$ cat config.mk
export PLATFORM = sky130hd
export DESIGN_NAME = pulse_width_nibble_deserializer_top
export DESIGN_NICKNAME = d
export VERILOG_FILES = /design/src/pwnd_pkg.sv /design/src/pwnd_classify.sv /design/src/pwnd_framer.sv /design/src/pulse_width_nibble_deserializer_top.sv
export SDC_FILE = /design/constraint.sdc
export NUM_CORES = 1
export LEC_CHECK = 0
export ABC_AREA = 1
export BUFFER_PORTS_ARGS = -buffer_cell sky130_fd_sc_hd__clkbuf_2
export CORE_ASPECT_RATIO = 0.9
export CORE_MARGIN = 2
export CORE_UTILIZATION = 35
export DETAILED_ROUTE_END_ITERATION = 12
export SLEW_MARGIN = 20
export SYNTH_ARGS = -nofsm -noshare
export SYNTH_HDL_FRONTEND = slang
export SYNTH_SLANG_ARGS = --single-unit
$ cat constraint.sdc
create_clock -name clk -period 3.9 [get_ports clk]
set_clock_uncertainty 0.05 [all_clocks]
set_input_delay 0.195 -clock clk [delete_from_list [all_inputs] [get_ports clk]]
set_output_delay 0.195 -clock clk [all_outputs]
set_load 0.03 [all_outputs]
$ cat src/pwnd_pkg.sv
// Package for the pulse width nibble deserialiser.
// Holds the bin constants, the class and event codes and the result record.
// Used by every module of the block; it depends on nothing.
package pwnd_pkg;

	localparam int PULSE_W   = 12;
	localparam int CLASS_W   = 5;
	localparam int EVENT_W   = 2;
	localparam int INDEX_W   = 7;
	localparam int BYTE_W    = 8;
	localparam int FILTER_W  = 8;
	localparam int CFG_IDX_W = 1;
	localparam int CFG_DAT_W = 8;

	localparam int BIN_BASE  = 996;
	localparam int BIN_WIDTH = 56;
	localparam int BIN_COUNT = 18;
	localparam int BIN_TOP   = BIN_BASE + BIN_COUNT * BIN_WIDTH;

	localparam logic [CLASS_W-1:0] CLASS_REPEAT = 5'd16;
	localparam logic [CLASS_W-1:0] CLASS_IDLE   = 5'd17;
	localparam logic [CLASS_W-1:0] CLASS_NONE   = 5'd18;

	localparam logic [EVENT_W-1:0] EV_NONE = 2'd0;
	localparam logic [EVENT_W-1:0] EV_BYTE = 2'd1;
	localparam logic [EVENT_W-1:0] EV_IDLE = 2'd2;

	localparam logic [CFG_IDX_W-1:0] REG_FILTER_COUNT = 1'b0;
	localparam logic [CFG_IDX_W-1:0] REG_MAX_MSG_LEN  = 1'b1;

	localparam logic [FILTER_W-1:0] FILTER_RESET  = 8'd1;
	localparam logic [INDEX_W-1:0]  MAX_LEN_RESET = 7'd127;

	typedef struct packed {
		logic [CLASS_W-1:0] nibble_class;
		logic [EVENT_W-1:0] event_res;
		logic               store_valid;
		logic [INDEX_W-1:0] store_index;
		logic [BYTE_W-1:0]  store_byte;
		logic               msg_done;
		logic [INDEX_W-1:0] msg_len;
		logic               msg_half_nibble;
		logic               overflow;
	} res_t;

endpackage

$ cat src/pwnd_classify.sv
// Comparator bank that sorts a pulse width into one of the eighteen bins.
// Purely combinational; depends on pwnd_pkg for the bin constants.
module pwnd_classify (
	input  logic [pwnd_pkg::PULSE_W-1:0] pulse_width,
	output logic [pwnd_pkg::CLASS_W-1:0] nibble_class
);
	import pwnd_pkg::*;

	always_comb begin
		if (pulse_width < PULSE_W'(BIN_BASE) || pulse_width > PULSE_W'(BIN_TOP)) begin
			nibble_class = CLASS_NONE;
		end else begin
			// A width on a shared edge belongs to the lower bin.
			nibble_class = '0;
			for (int k = 1; k < BIN_COUNT; k++) begin
				if (pulse_width > PULSE_W'(BIN_BASE + k * BIN_WIDTH)) begin
					nibble_class = CLASS_W'(k);
				end
			end
		end
	end

endmodule

$ cat src/pwnd_framer.sv
// Symbol filter, byte assembly and message framing state.
// Produces one result record per classified pulse; depends on pwnd_pkg.
module pwnd_framer (
	input  logic                          clk,
	input  logic                          arst_n,
	input  logic                          fire,
	input  logic [pwnd_pkg::CLASS_W-1:0]  nibble_class,
	input  logic [pwnd_pkg::FILTER_W-1:0] filter_count,
	input  logic [pwnd_pkg::INDEX_W-1:0]  max_msg_len,
	output pwnd_pkg::res_t                res
);
	import pwnd_pkg::*;

	logic               phase_q, phase_d;
	logic               high_q, high_d;
	logic [CLASS_W-1:0] last_class_q, last_class_d;
	logic [CLASS_W-1:0] last_nibble_q, last_nibble_d;
	logic [FILTER_W-1:0] run_count_q, run_count_d;
	logic [BYTE_W-1:0]  byte_q, byte_d;
	logic [INDEX_W-1:0] msg_count_q, msg_count_d;

	logic                in_range;
	logic                hit;
	logic [FILTER_W-1:0] run_base;
	logic [FILTER_W-1:0] run_next;
	logic [CLASS_W-1:0]  sym;

	always_comb begin
		phase_d       = phase_q;
		high_d        = high_q;
		last_class_d  = last_class_q;
		last_nibble_d = last_nibble_q;
		run_count_d   = run_count_q;
		byte_d        = byte_q;
		msg_count_d   = msg_count_q;

		res              = '0;
		res.nibble_class = nibble_class;

		in_range = (nibble_class != CLASS_NONE);
		run_base = (nibble_class != last_class_q) ? '0 : run_count_q;
		run_next = (run_base != '1) ? run_base + FILTER_W'(1) : run_base;
		hit      = in_range &&
			({1'b0, run_next} == ({1'b0, filter_count} + (FILTER_W + 1)'(1)));
		sym      = (nibble_class == CLASS_REPEAT) ? last_nibble_q : nibble_class;

		if (in_range) begin
			last_class_d = nibble_class;
			run_count_d  = run_next;
		end

		if (hit) begin
			last_nibble_d = sym;
			if (sym == CLASS_IDLE) begin
				res.event_res = EV_IDLE;
				phase_d       = 1'b0;
			end else if (!phase_q) begin
				byte_d  = {sym[3:0], 4'h0};
				high_d  = 1'b1;
				phase_d = 1'b1;
			end else begin
				byte_d        = byte_q | {4'h0, sym[3:0]};
				high_d        = 1'b0;
				phase_d       = 1'b0;
				res.event_res = EV_BYTE;
			end
		end

		case (res.event_res)
			EV_IDLE: begin
				if (high_d) begin
					// A lone high nibble is stored only if the buffer has room.
					if (msg_count_q < max_msg_len) begin
						res.store_valid     = 1'b1;
						res.store_index     = msg_count_q;
						res.store_byte      = byte_d;
						res.msg_done        = 1'b1;
						res.msg_len         = msg_count_q;
						res.msg_half_nibble = 1'b1;
					end
					msg_count_d = '0;
					high_d      = 1'b0;
				end else if (msg_count_q != '0) begin
					res.msg_done = 1'b1;
					res.msg_len  = msg_count_q;
					msg_count_d  = '0;
				end
			end
			EV_BYTE: begin
				if (msg_count_q < max_msg_len) begin
					res.store_valid = 1'b1;
					res.store_index = msg_count_q;
					res.store_byte  = byte_d;
					msg_count_d     = msg_count_q + INDEX_W'(1);
				end else begin
					res.overflow = 1'b1;
					msg_count_d  = '0;
				end
			end
			default: begin
			end
		endcase
	end

	always_ff @(posedge clk or negedge arst_n) begin
		if (!arst_n) begin
			phase_q       <= 1'b0;
			high_q        <= 1'b0;
			last_class_q  <= CLASS_NONE;
			last_nibble_q <= CLASS_IDLE;
			run_count_q   <= '0;
			byte_q        <= '0;
			msg_count_q   <= '0;
		end else if (fire) begin
			phase_q       <= phase_d;
			high_q        <= high_d;
			last_class_q  <= last_class_d;
			last_nibble_q <= last_nibble_d;
			run_count_q   <= run_count_d;
			byte_q        <= byte_d;
			msg_count_q   <= msg_count_d;
		end
	end

endmodule

$ cat src/pulse_width_nibble_deserializer_top.sv
// Top level of the pulse width nibble deserialiser.
// Depends on pwnd_pkg, pwnd_classify and pwnd_framer.
//
// Usage: each transfer on the input channel (in_valid, in_ready, pulse_width)
// carries one measured pulse width in microseconds. For every input transfer
// exactly one result transfer leaves on the output channel (out_valid,
// out_ready and the result fields), in the same order.
// The pulse is classified by a comparator bank before the input register; the
// filter and framing logic then runs between the input register and the
// output register. One pulse is taken in every cycle while the output is
// being drained. The framing state is updated once per pulse as the pulse
// moves into the output register. When the receiver holds out_ready low, the
// result stays in the output register and the next pulse waits in the input
// register; in_ready is low in every cycle in which both registers are full
// and out_ready is low. Reset clears both stages, the framing state and the
// configuration to filter_count 1 and max_msg_len 127. Configuration is
// written through cfg_wr_en, cfg_index and cfg_wdata; the user must do so
// only while the block is idle, which the block itself does not enforce.
module pulse_width_nibble_deserializer_top (
	input  logic                           clk,
	input  logic                           arst_n,
	input  logic                           in_valid,
	output logic                           in_ready,
	input  logic [pwnd_pkg::PULSE_W-1:0]   pulse_width,
	output logic                           out_valid,
	input  logic                           out_ready,
	output logic [pwnd_pkg::CLASS_W-1:0]   nibble_class,
	output logic [pwnd_pkg::EVENT_W-1:0]   event_res,
	output logic                           store_valid,
	output logic [pwnd_pkg::INDEX_W-1:0]   store_index,
	output logic [pwnd_pkg::BYTE_W-1:0]    store_byte,
	output logic                           msg_done,
	output logic [pwnd_pkg::INDEX_W-1:0]   msg_len,
	output logic                           msg_half_nibble,
	output logic                           overflow,
	input  logic                           cfg_wr_en,
	input  logic [pwnd_pkg::CFG_IDX_W-1:0] cfg_index,
	input  logic [pwnd_pkg::CFG_DAT_W-1:0] cfg_wdata
);
	import pwnd_pkg::*;

	logic [FILTER_W-1:0] filter_count_q;
	logic [INDEX_W-1:0]  max_msg_len_q;

	logic [CLASS_W-1:0] class_in;
	logic [CLASS_W-1:0] class_s1;
	logic               valid_s1;
	res_t               res_comb;
	res_t               res_s2;
	logic               valid_s2;
	logic               adv_s2;
	logic               fire;

	assign adv_s2   = !valid_s2 || out_ready;
	assign fire     = valid_s1 && adv_s2;
	assign in_ready = !valid_s1 || adv_s2;

	always_ff @(posedge clk or negedge arst_n) begin
		if (!arst_n) begin
			filter_count_q <= FILTER_RESET;
			max_msg_len_q  <= MAX_LEN_RESET;
		end else if (cfg_wr_en) begin
			case (cfg_index)
				REG_FILTER_COUNT: filter_count_q <= cfg_wdata;
				REG_MAX_MSG_LEN:  max_msg_len_q  <= cfg_wdata[INDEX_W-1:0];
				default: begin
				end
			endcase
		end
	end

	pwnd_classify u_classify (
		.pulse_width  (pulse_width),
		.nibble_class (class_in)
	);

	always_ff @(posedge clk or negedge arst_n) begin
		if (!arst_n) begin
			valid_s1 <= 1'b0;
			valid_s2 <= 1'b0;
		end else begin
			if (in_ready) begin
				valid_s1 <= in_valid;
			end
			if (adv_s2) begin
				valid_s2 <= valid_s1;
			end
		end
	end

	always_ff @(posedge clk) begin
		if (in_valid && in_ready) begin
			class_s1 <= class_in;
		end
		if (fire) begin
			res_s2 <= res_comb;
		end
	end

	pwnd_framer u_framer (
		.clk          (clk),
		.arst_n       (arst_n),
		.fire         (fire),
		.nibble_class (class_s1),
		.filter_count (filter_count_q),
		.max_msg_len  (max_msg_len_q),
		.res          (res_comb)
	);

	assign out_valid       = valid_s2;
	assign nibble_class    = res_s2.nibble_class;
	assign event_res       = res_s2.event_res;
	assign store_valid     = res_s2.store_valid;
	assign store_index     = res_s2.store_index;
	assign store_byte      = res_s2.store_byte;
	assign msg_done        = res_s2.msg_done;
	assign msg_len         = res_s2.msg_len;
	assign msg_half_nibble = res_s2.msg_half_nibble;
	assign overflow        = res_s2.overflow;

endmodule

=== Word-level counts from Yosys, hierarchy flattened ===
Cells that the tools add are included.
W data, S select, Z words.

* $add $sub $neg: 3
* $lt $le $gt $ge: 20
* Equality and inequality tests: 9
* Muxes and demuxes: 42
* Bitwise gates (word level): 2
* Reductions and logical operators: 17

{| class="wikitable"
|+ Operators by type and width
! cell !! number
|-
| $gt A12 B11 Y1 const B || 18
|-
| $mux W8 || 7
|-
| $mux W16 || 2
|-
| $mux W4 || 8
|-
| $pmux W16 S2 || 1
|-
| $mux W25 || 1
|-
| $mux W7 || 3
|-
| $pmux W7 S2 || 1
|-
| $lt A12 B10 Y1 const B || 1
|-
| $mux W2 || 6
|-
| $mux W3 || 4
|-
| $eq A5 B5 Y1 const B || 2
|-
| $reduce_and A2 Y1 || 5
|-
| $add A8 B1 Y9 const B || 1
|-
| $eq A8 B9 Y1 || 1
|-
| $add A8 B1 Y8 const B || 1
|-
| $mux W1 || 8
|-
| $ne A8 B8 Y1 const B || 1
|-
| $or A8 B4 Y8 || 1
|-
| $add A7 B1 Y7 const B || 1
|-
| $lt A7 B7 Y1 || 1
|-
| $reduce_bool A7 Y1 || 1
|-
| $mux W5 || 1
|-
| $ne A5 B5 Y1 || 1
|-
| other kinds (11) || 16
|}

* Flip-flop bits (word level): 90
* Output and inout port bits: 35
* Word-level logic and storage cells: 115

=== Logic depth before layout (Yosys ltp) ===
* Word-level depth: 18
* Depth in mapped cells: 29

=== Modules after synthesis ===
From an unflattened synthesis, not the netlist that was laid out.

* Cell total of the unflattened synthesis: 737
* Area total of the unflattened synthesis: 5790.6 µm²

{| class="wikitable"
|+ Modules (own cells, without submodules)
! module !! instances !! cells each !! area an instance (µm²) !! seq. area each (µm²)
|-
| pwnd_framer || 1 || 447 || 3055.4 || 880.8
|-
| pulse_width_nibble_deserializer_top || 1 || 116 || 1888.1 || 1576.5
|-
| pwnd_classify || 1 || 174 || 847.1 || 0.0
|}

=== Least setup slack after synthesis ===
No wires, ideal clock.

* Kind: reg-to-reg
* Start: register u_framer.last_class_q[1]
* End: register u_framer.msg_count_q[2]
* Setup time: 0.117 ns
* Data arrival time: 3.400 ns
* Required time: 3.733 ns
* Path slack: 0.333 ns
* Cell stages (with the launch flop): 28
* Buffers on the path: 0
* Path through: dfstp_2 inv_1 nand2_1 nand2_1 nor2_4 nand2_2 nor2_4 nand2_1 inv_1 ha_1 nand2_1 inv_1 nand4_1 nor2_1 nand2_1 nand2_1 nand2_1 nand2_1 nand3_1 nor2_1 nand4_4 nor2_1 inv_1 ha_1 nor2_1 nand2_4 nand2_1 nand2_1

{| class="wikitable"
|+ RTL lines
! what !! line !! text
|-
| start: declaration || pwnd_framer.sv:16 || <nowiki>logic [CLASS_W-1:0] last_class_q, last_class_d;</nowiki>
|-
| start signal: assignment || pwnd_framer.sv:117 || <nowiki>last_class_q <= last_class_d;</nowiki>
|-
| end signal: assignment || pwnd_framer.sv:121 || <nowiki>msg_count_q <= msg_count_d;</nowiki>
|-
| end: declaration || pwnd_framer.sv:20 || <nowiki>logic [INDEX_W-1:0] msg_count_q, msg_count_d;</nowiki>
|}

==> metrics.md <==
| Metric | Value |
|---|---|
| Reg-to-Reg Start | class_s1[1] |
| Synthesized area per cell | 7.71 µm² |
| RSZ-0062 raised after global routing | true |
| Max-cap violation count | 0 |
| Clock Latency Late Sink | 0.34 ns |
| Maximum buffer depth of the clock tree | 2 |
| Largest net degree at the start of global routing | 53 |
| Status | complete, no violations |
| Number of H-tree levels | 3 |
| Crit path launch type | flop |
| Max IR drop VDD | 257 µV |
| Mapped Nets | 742 |
| Synth Register Bits | 90 |
| Hold path depth | 3 |
| Achievable Freq | 280 MHz |
| Post-DP Area | 6010 µm² |
| Reg2Reg Setup Slack | 0.33 ns |
| CP Capture Type | flop |
| WL/cell | 12.9 µm |
| Final core area utilization | 0.421 |
| Detailed-route wire length | 12800 µm |
| Min-delay src | cfg_wdata[3] |
| Worst min-delay path category | input port to flop |
| Leakage power | 2.94 nW |
| Required @ worst endpoint | 3.94 ns |
| Core area | 15300 µm² |
| Top_reg_cell synth | dfrtp_1 |
| Relative slew slack | 0.544 |
| GRT Total Usage | 0.160 |
| PD cells | 433 nW/µm² |
| Synth cell types | 41 |
| Post-Synthesis Cells | 704 |
| Die width | 135 µm |
| Initial DRC Count | 384 |
| Crit Path Max Fanout | 16 |
| Crit Path Class | flop to flop |
| EDFF count, synth | 38 |
| Ant. Diodes | 0 |
| Setup-failing EPs final | 0 |
| R2r endpoint | store_byte[0] |
| Worst Hold End | max_msg_len_q[3] |
| Root Driver | clkbuf_16 |
| Yosys warns | 0 |
| Worst-path clk slew | 0.06 ns |
| Minimum clock period after layout | 3.57 ns |
| Initial Util | 0.355 |
| Die area | 16500 µm² |
| P&R area growth vs syn | 18.5% |
| Cell Area, Synth | 5430 µm² |
| Slew Viols, Final | 0 |
| Total power draw | 2.78 mW |
| Total count of hold-check failures in the final report | 0 |
| Fin nets | 825 |
| R2R cell count | 24 |
| DRC | 0 |
| Placed wire-length estimate | 9540 µm |
| Vias in the first global route | 4308 |
| CTS tree | built |
| Die H | 122 µm |
| Antenna Violating Nets Remaining | 0 |
| Fraction of layout cells with a size suffix above 1 | 0.192 |
| Post-synth ARST share | 0.578 |
| Final instance area | 6430 µm² |
| Final period util | 0.916 |
| Placer Congestion | 0.957 |
| Port bufs | 60 |
| Crit path DAT | 3.61 ns |
| 1st-pass router iterations | 5 |
| Ports | 61 |
| CTS Sinks | 90 |
| Row Count | 43 |
| Initial antenna violation count | 0 |
| Global-route wire length before repair | 21000 µm |
| Overflow after GRT | 0 |
| Num CTS Buffers | 9 |
| Slew at the pin with the worst max-slew slack | 0.683 ns |
| Total number of vias | 4784 |
| Vias per Instance | 4.81 |
| Sequential area share after synthesis | 0.453 |
## power breakdown
| group | total (mW) | internal (mW) | switching (mW) | leakage [nW] |
|---|---|---|---|---|
| clock | 0.793 | 0.449 | 0.344 | 0.127 |
| sequential | 1.29 | 1.18 | 0.116 | 1.02 |
| combinational | 0.696 | 0.225 | 0.472 | 1.79 |
## cells by family (layout without fill, tap and decap cells)
family / count (synthesis) / after routing / share of synthesized area
AOI/OAI and AO/OA: 106 / 106 / 0.107
and+or+nand+nor: 372 / 372 / 0.306
xor gates and xnor gates: 18 / 18 / 0.0290
muxes: 1 / 1 / 0.00207
buffers and inverters: 105 / 193 / 0.0754
DFF: 90 / 90 / 0.453
adders and majority gates: 12 / 12 / 0.0277
## cells in the mapped netlist, types with 2 or more instances
master,instances,area (µm²)
a21oi_1,15,75.1
a31oi_1,5,31.3
buf_6,2,22.5
clkbuf_1,8,30.0
dfrtp_1,40,1000
dfstp_2,12,315
edfxtp_1,38,1140
ha_1,12,150
inv_1,90,338
inv_2,4,15.0
nand2_1,189,709
nand2_2,6,37.5
nand2_4,3,33.8
nand3_1,40,200
nand3_2,2,20.0
nand3b_1,3,22.5
nand3b_2,2,22.5
nand4_1,18,113
nor2_1,80,300
nor2_2,15,93.8
nor2_4,3,33.8
nor3_1,7,35.0
o21ai_0,63,315
o21ai_1,8,40.0
o311ai_0,2,17.5
o31ai_1,6,45.0
xnor2_1,5,43.8
xor2_1,13,114
## per-stage QoR
step,setup slack [ns],std cells,TNS (ns),hold WS [ns]
floorplan,0.333,704,0,-0.151
global placement,0.0580,967,0,0.327
detailed placement,0.00998,967,0,0.325
CTS,0.0342,984,0,0.0347
global route,-0.0264,994,-0.138,0.0370
finish,0.328,994,0,0.0344
## critical path, stage by stage, from the launching register on
cell	delay, ns
edfxtp_1	0.49
inv_2	0.11
nand2_1	0.05
nand2_1	0.05
nand2_1	0.08
nor2_4	0.18
nand3_2	0.09
inv_1	0.09
ha_1	0.18
nand2_1	0.09
inv_1	0.07
nand4_1	0.17
xnor2_2	0.19
buf_4	0.15
nand3b_2	0.07
nand2_2	0.07
nor2_2	0.15
nand4_4	0.17
nor2_4	0.16
inv_1	0.06
ha_1	0.20
inv_1	0.09
nand2_2	0.09
nand2_8	0.15
nor2_1	0.06
## timing repair
action	in CTS	in global routing
resized for setup	1	14
pin swaps	0	3
hold buffers	1	0
setup buffers	0	10
endpoints found under the hold margin	40	0
endpoints found under the setup margin	9	33
## placed cells by master, fill, tap and decap left out, types with 4 or more instances in the layout
| master | instances |
|---|---|
| nand2_1 | 189 |
| inv_1 | 90 |
| nor2_1 | 74 |
| o21ai_0 | 63 |
| clkbuf_2 | 60 |
| dfrtp_1 | 40 |
| nand3_1 | 39 |
| edfxtp_1 | 38 |
| buf_4 | 21 |
| nor2_2 | 18 |
| nand4_1 | 18 |
| a21oi_1 | 15 |
| xor2_1 | 13 |
| dfstp_2 | 12 |
| ha_1 | 11 |
| clkbuf_16 | 9 |
| o21ai_1 | 8 |
| nor3_1 | 7 |
| nor2_4 | 6 |
| nand2_2 | 6 |
| o31ai_1 | 6 |
| a31oi_1 | 5 |
| inv_2 | 4 |
| xnor2_1 | 4 |
| clkbuf_1 | 4 |
## flip-flops by register name (all words and copies together) (netlist names), 2 cells and up
name                    flops
u_framer.msg_count_q        7
nibble_class                5
msg_len                     7
u_framer.last_nibble_q      5
max_msg_len_q               7
u_framer.last_class_q       5
event_res                   2
store_index                 7
store_byte                  8
class_s1                    5
u_framer.byte_q             8
u_framer.run_count_q        8
filter_count_q              8
## worst max path at each step
stage                        startpoint                      end  slack (ns)  cells after the start
5_1_grt                     class_s1[2]  u_framer.msg_count_q[4]       -0.03                     28
4_1_cts                     class_s1[0]  u_framer.msg_count_q[6]        0.03                     23
3_3_place_gp                class_s1[1]            store_byte[0]        0.06                     24
6_report                    class_s1[1]            store_byte[0]        0.33                     24
2_1_floorplan  u_framer.last_class_q[1]  u_framer.msg_count_q[2]        0.33                     27
3_5_place_dp                class_s1[0]  u_framer.msg_count_q[6]        0.01                     23
## area by class of cell
| type | instances | area (µm²) |
|---|---|---|
| Inverter | 95 | 357 |
| Clock inverter | 2 | 12.5 |
| Fill cell | 1588 | 8840 |
| Clock buffer | 14 | 254 |
| Tap cell | 202 | 253 |
| Sequential cell | 90 | 2460 |
| Multi-Input combinational cell | 509 | 2630 |
| Timing Repair Buffer | 82 | 468 |
## metal layers
metal	vias up	wire length [µm]	part of all wire	track usage
met2	127	5480	0.43	0.236
met5	-	0	0	0
li1	2469	-	-	-
met3	22	600	0.047	0.0329
met4	0	218	0.017	0.0462
met1	2166	6480	0.51	0.235
Power figures use the tool's default switching activity.
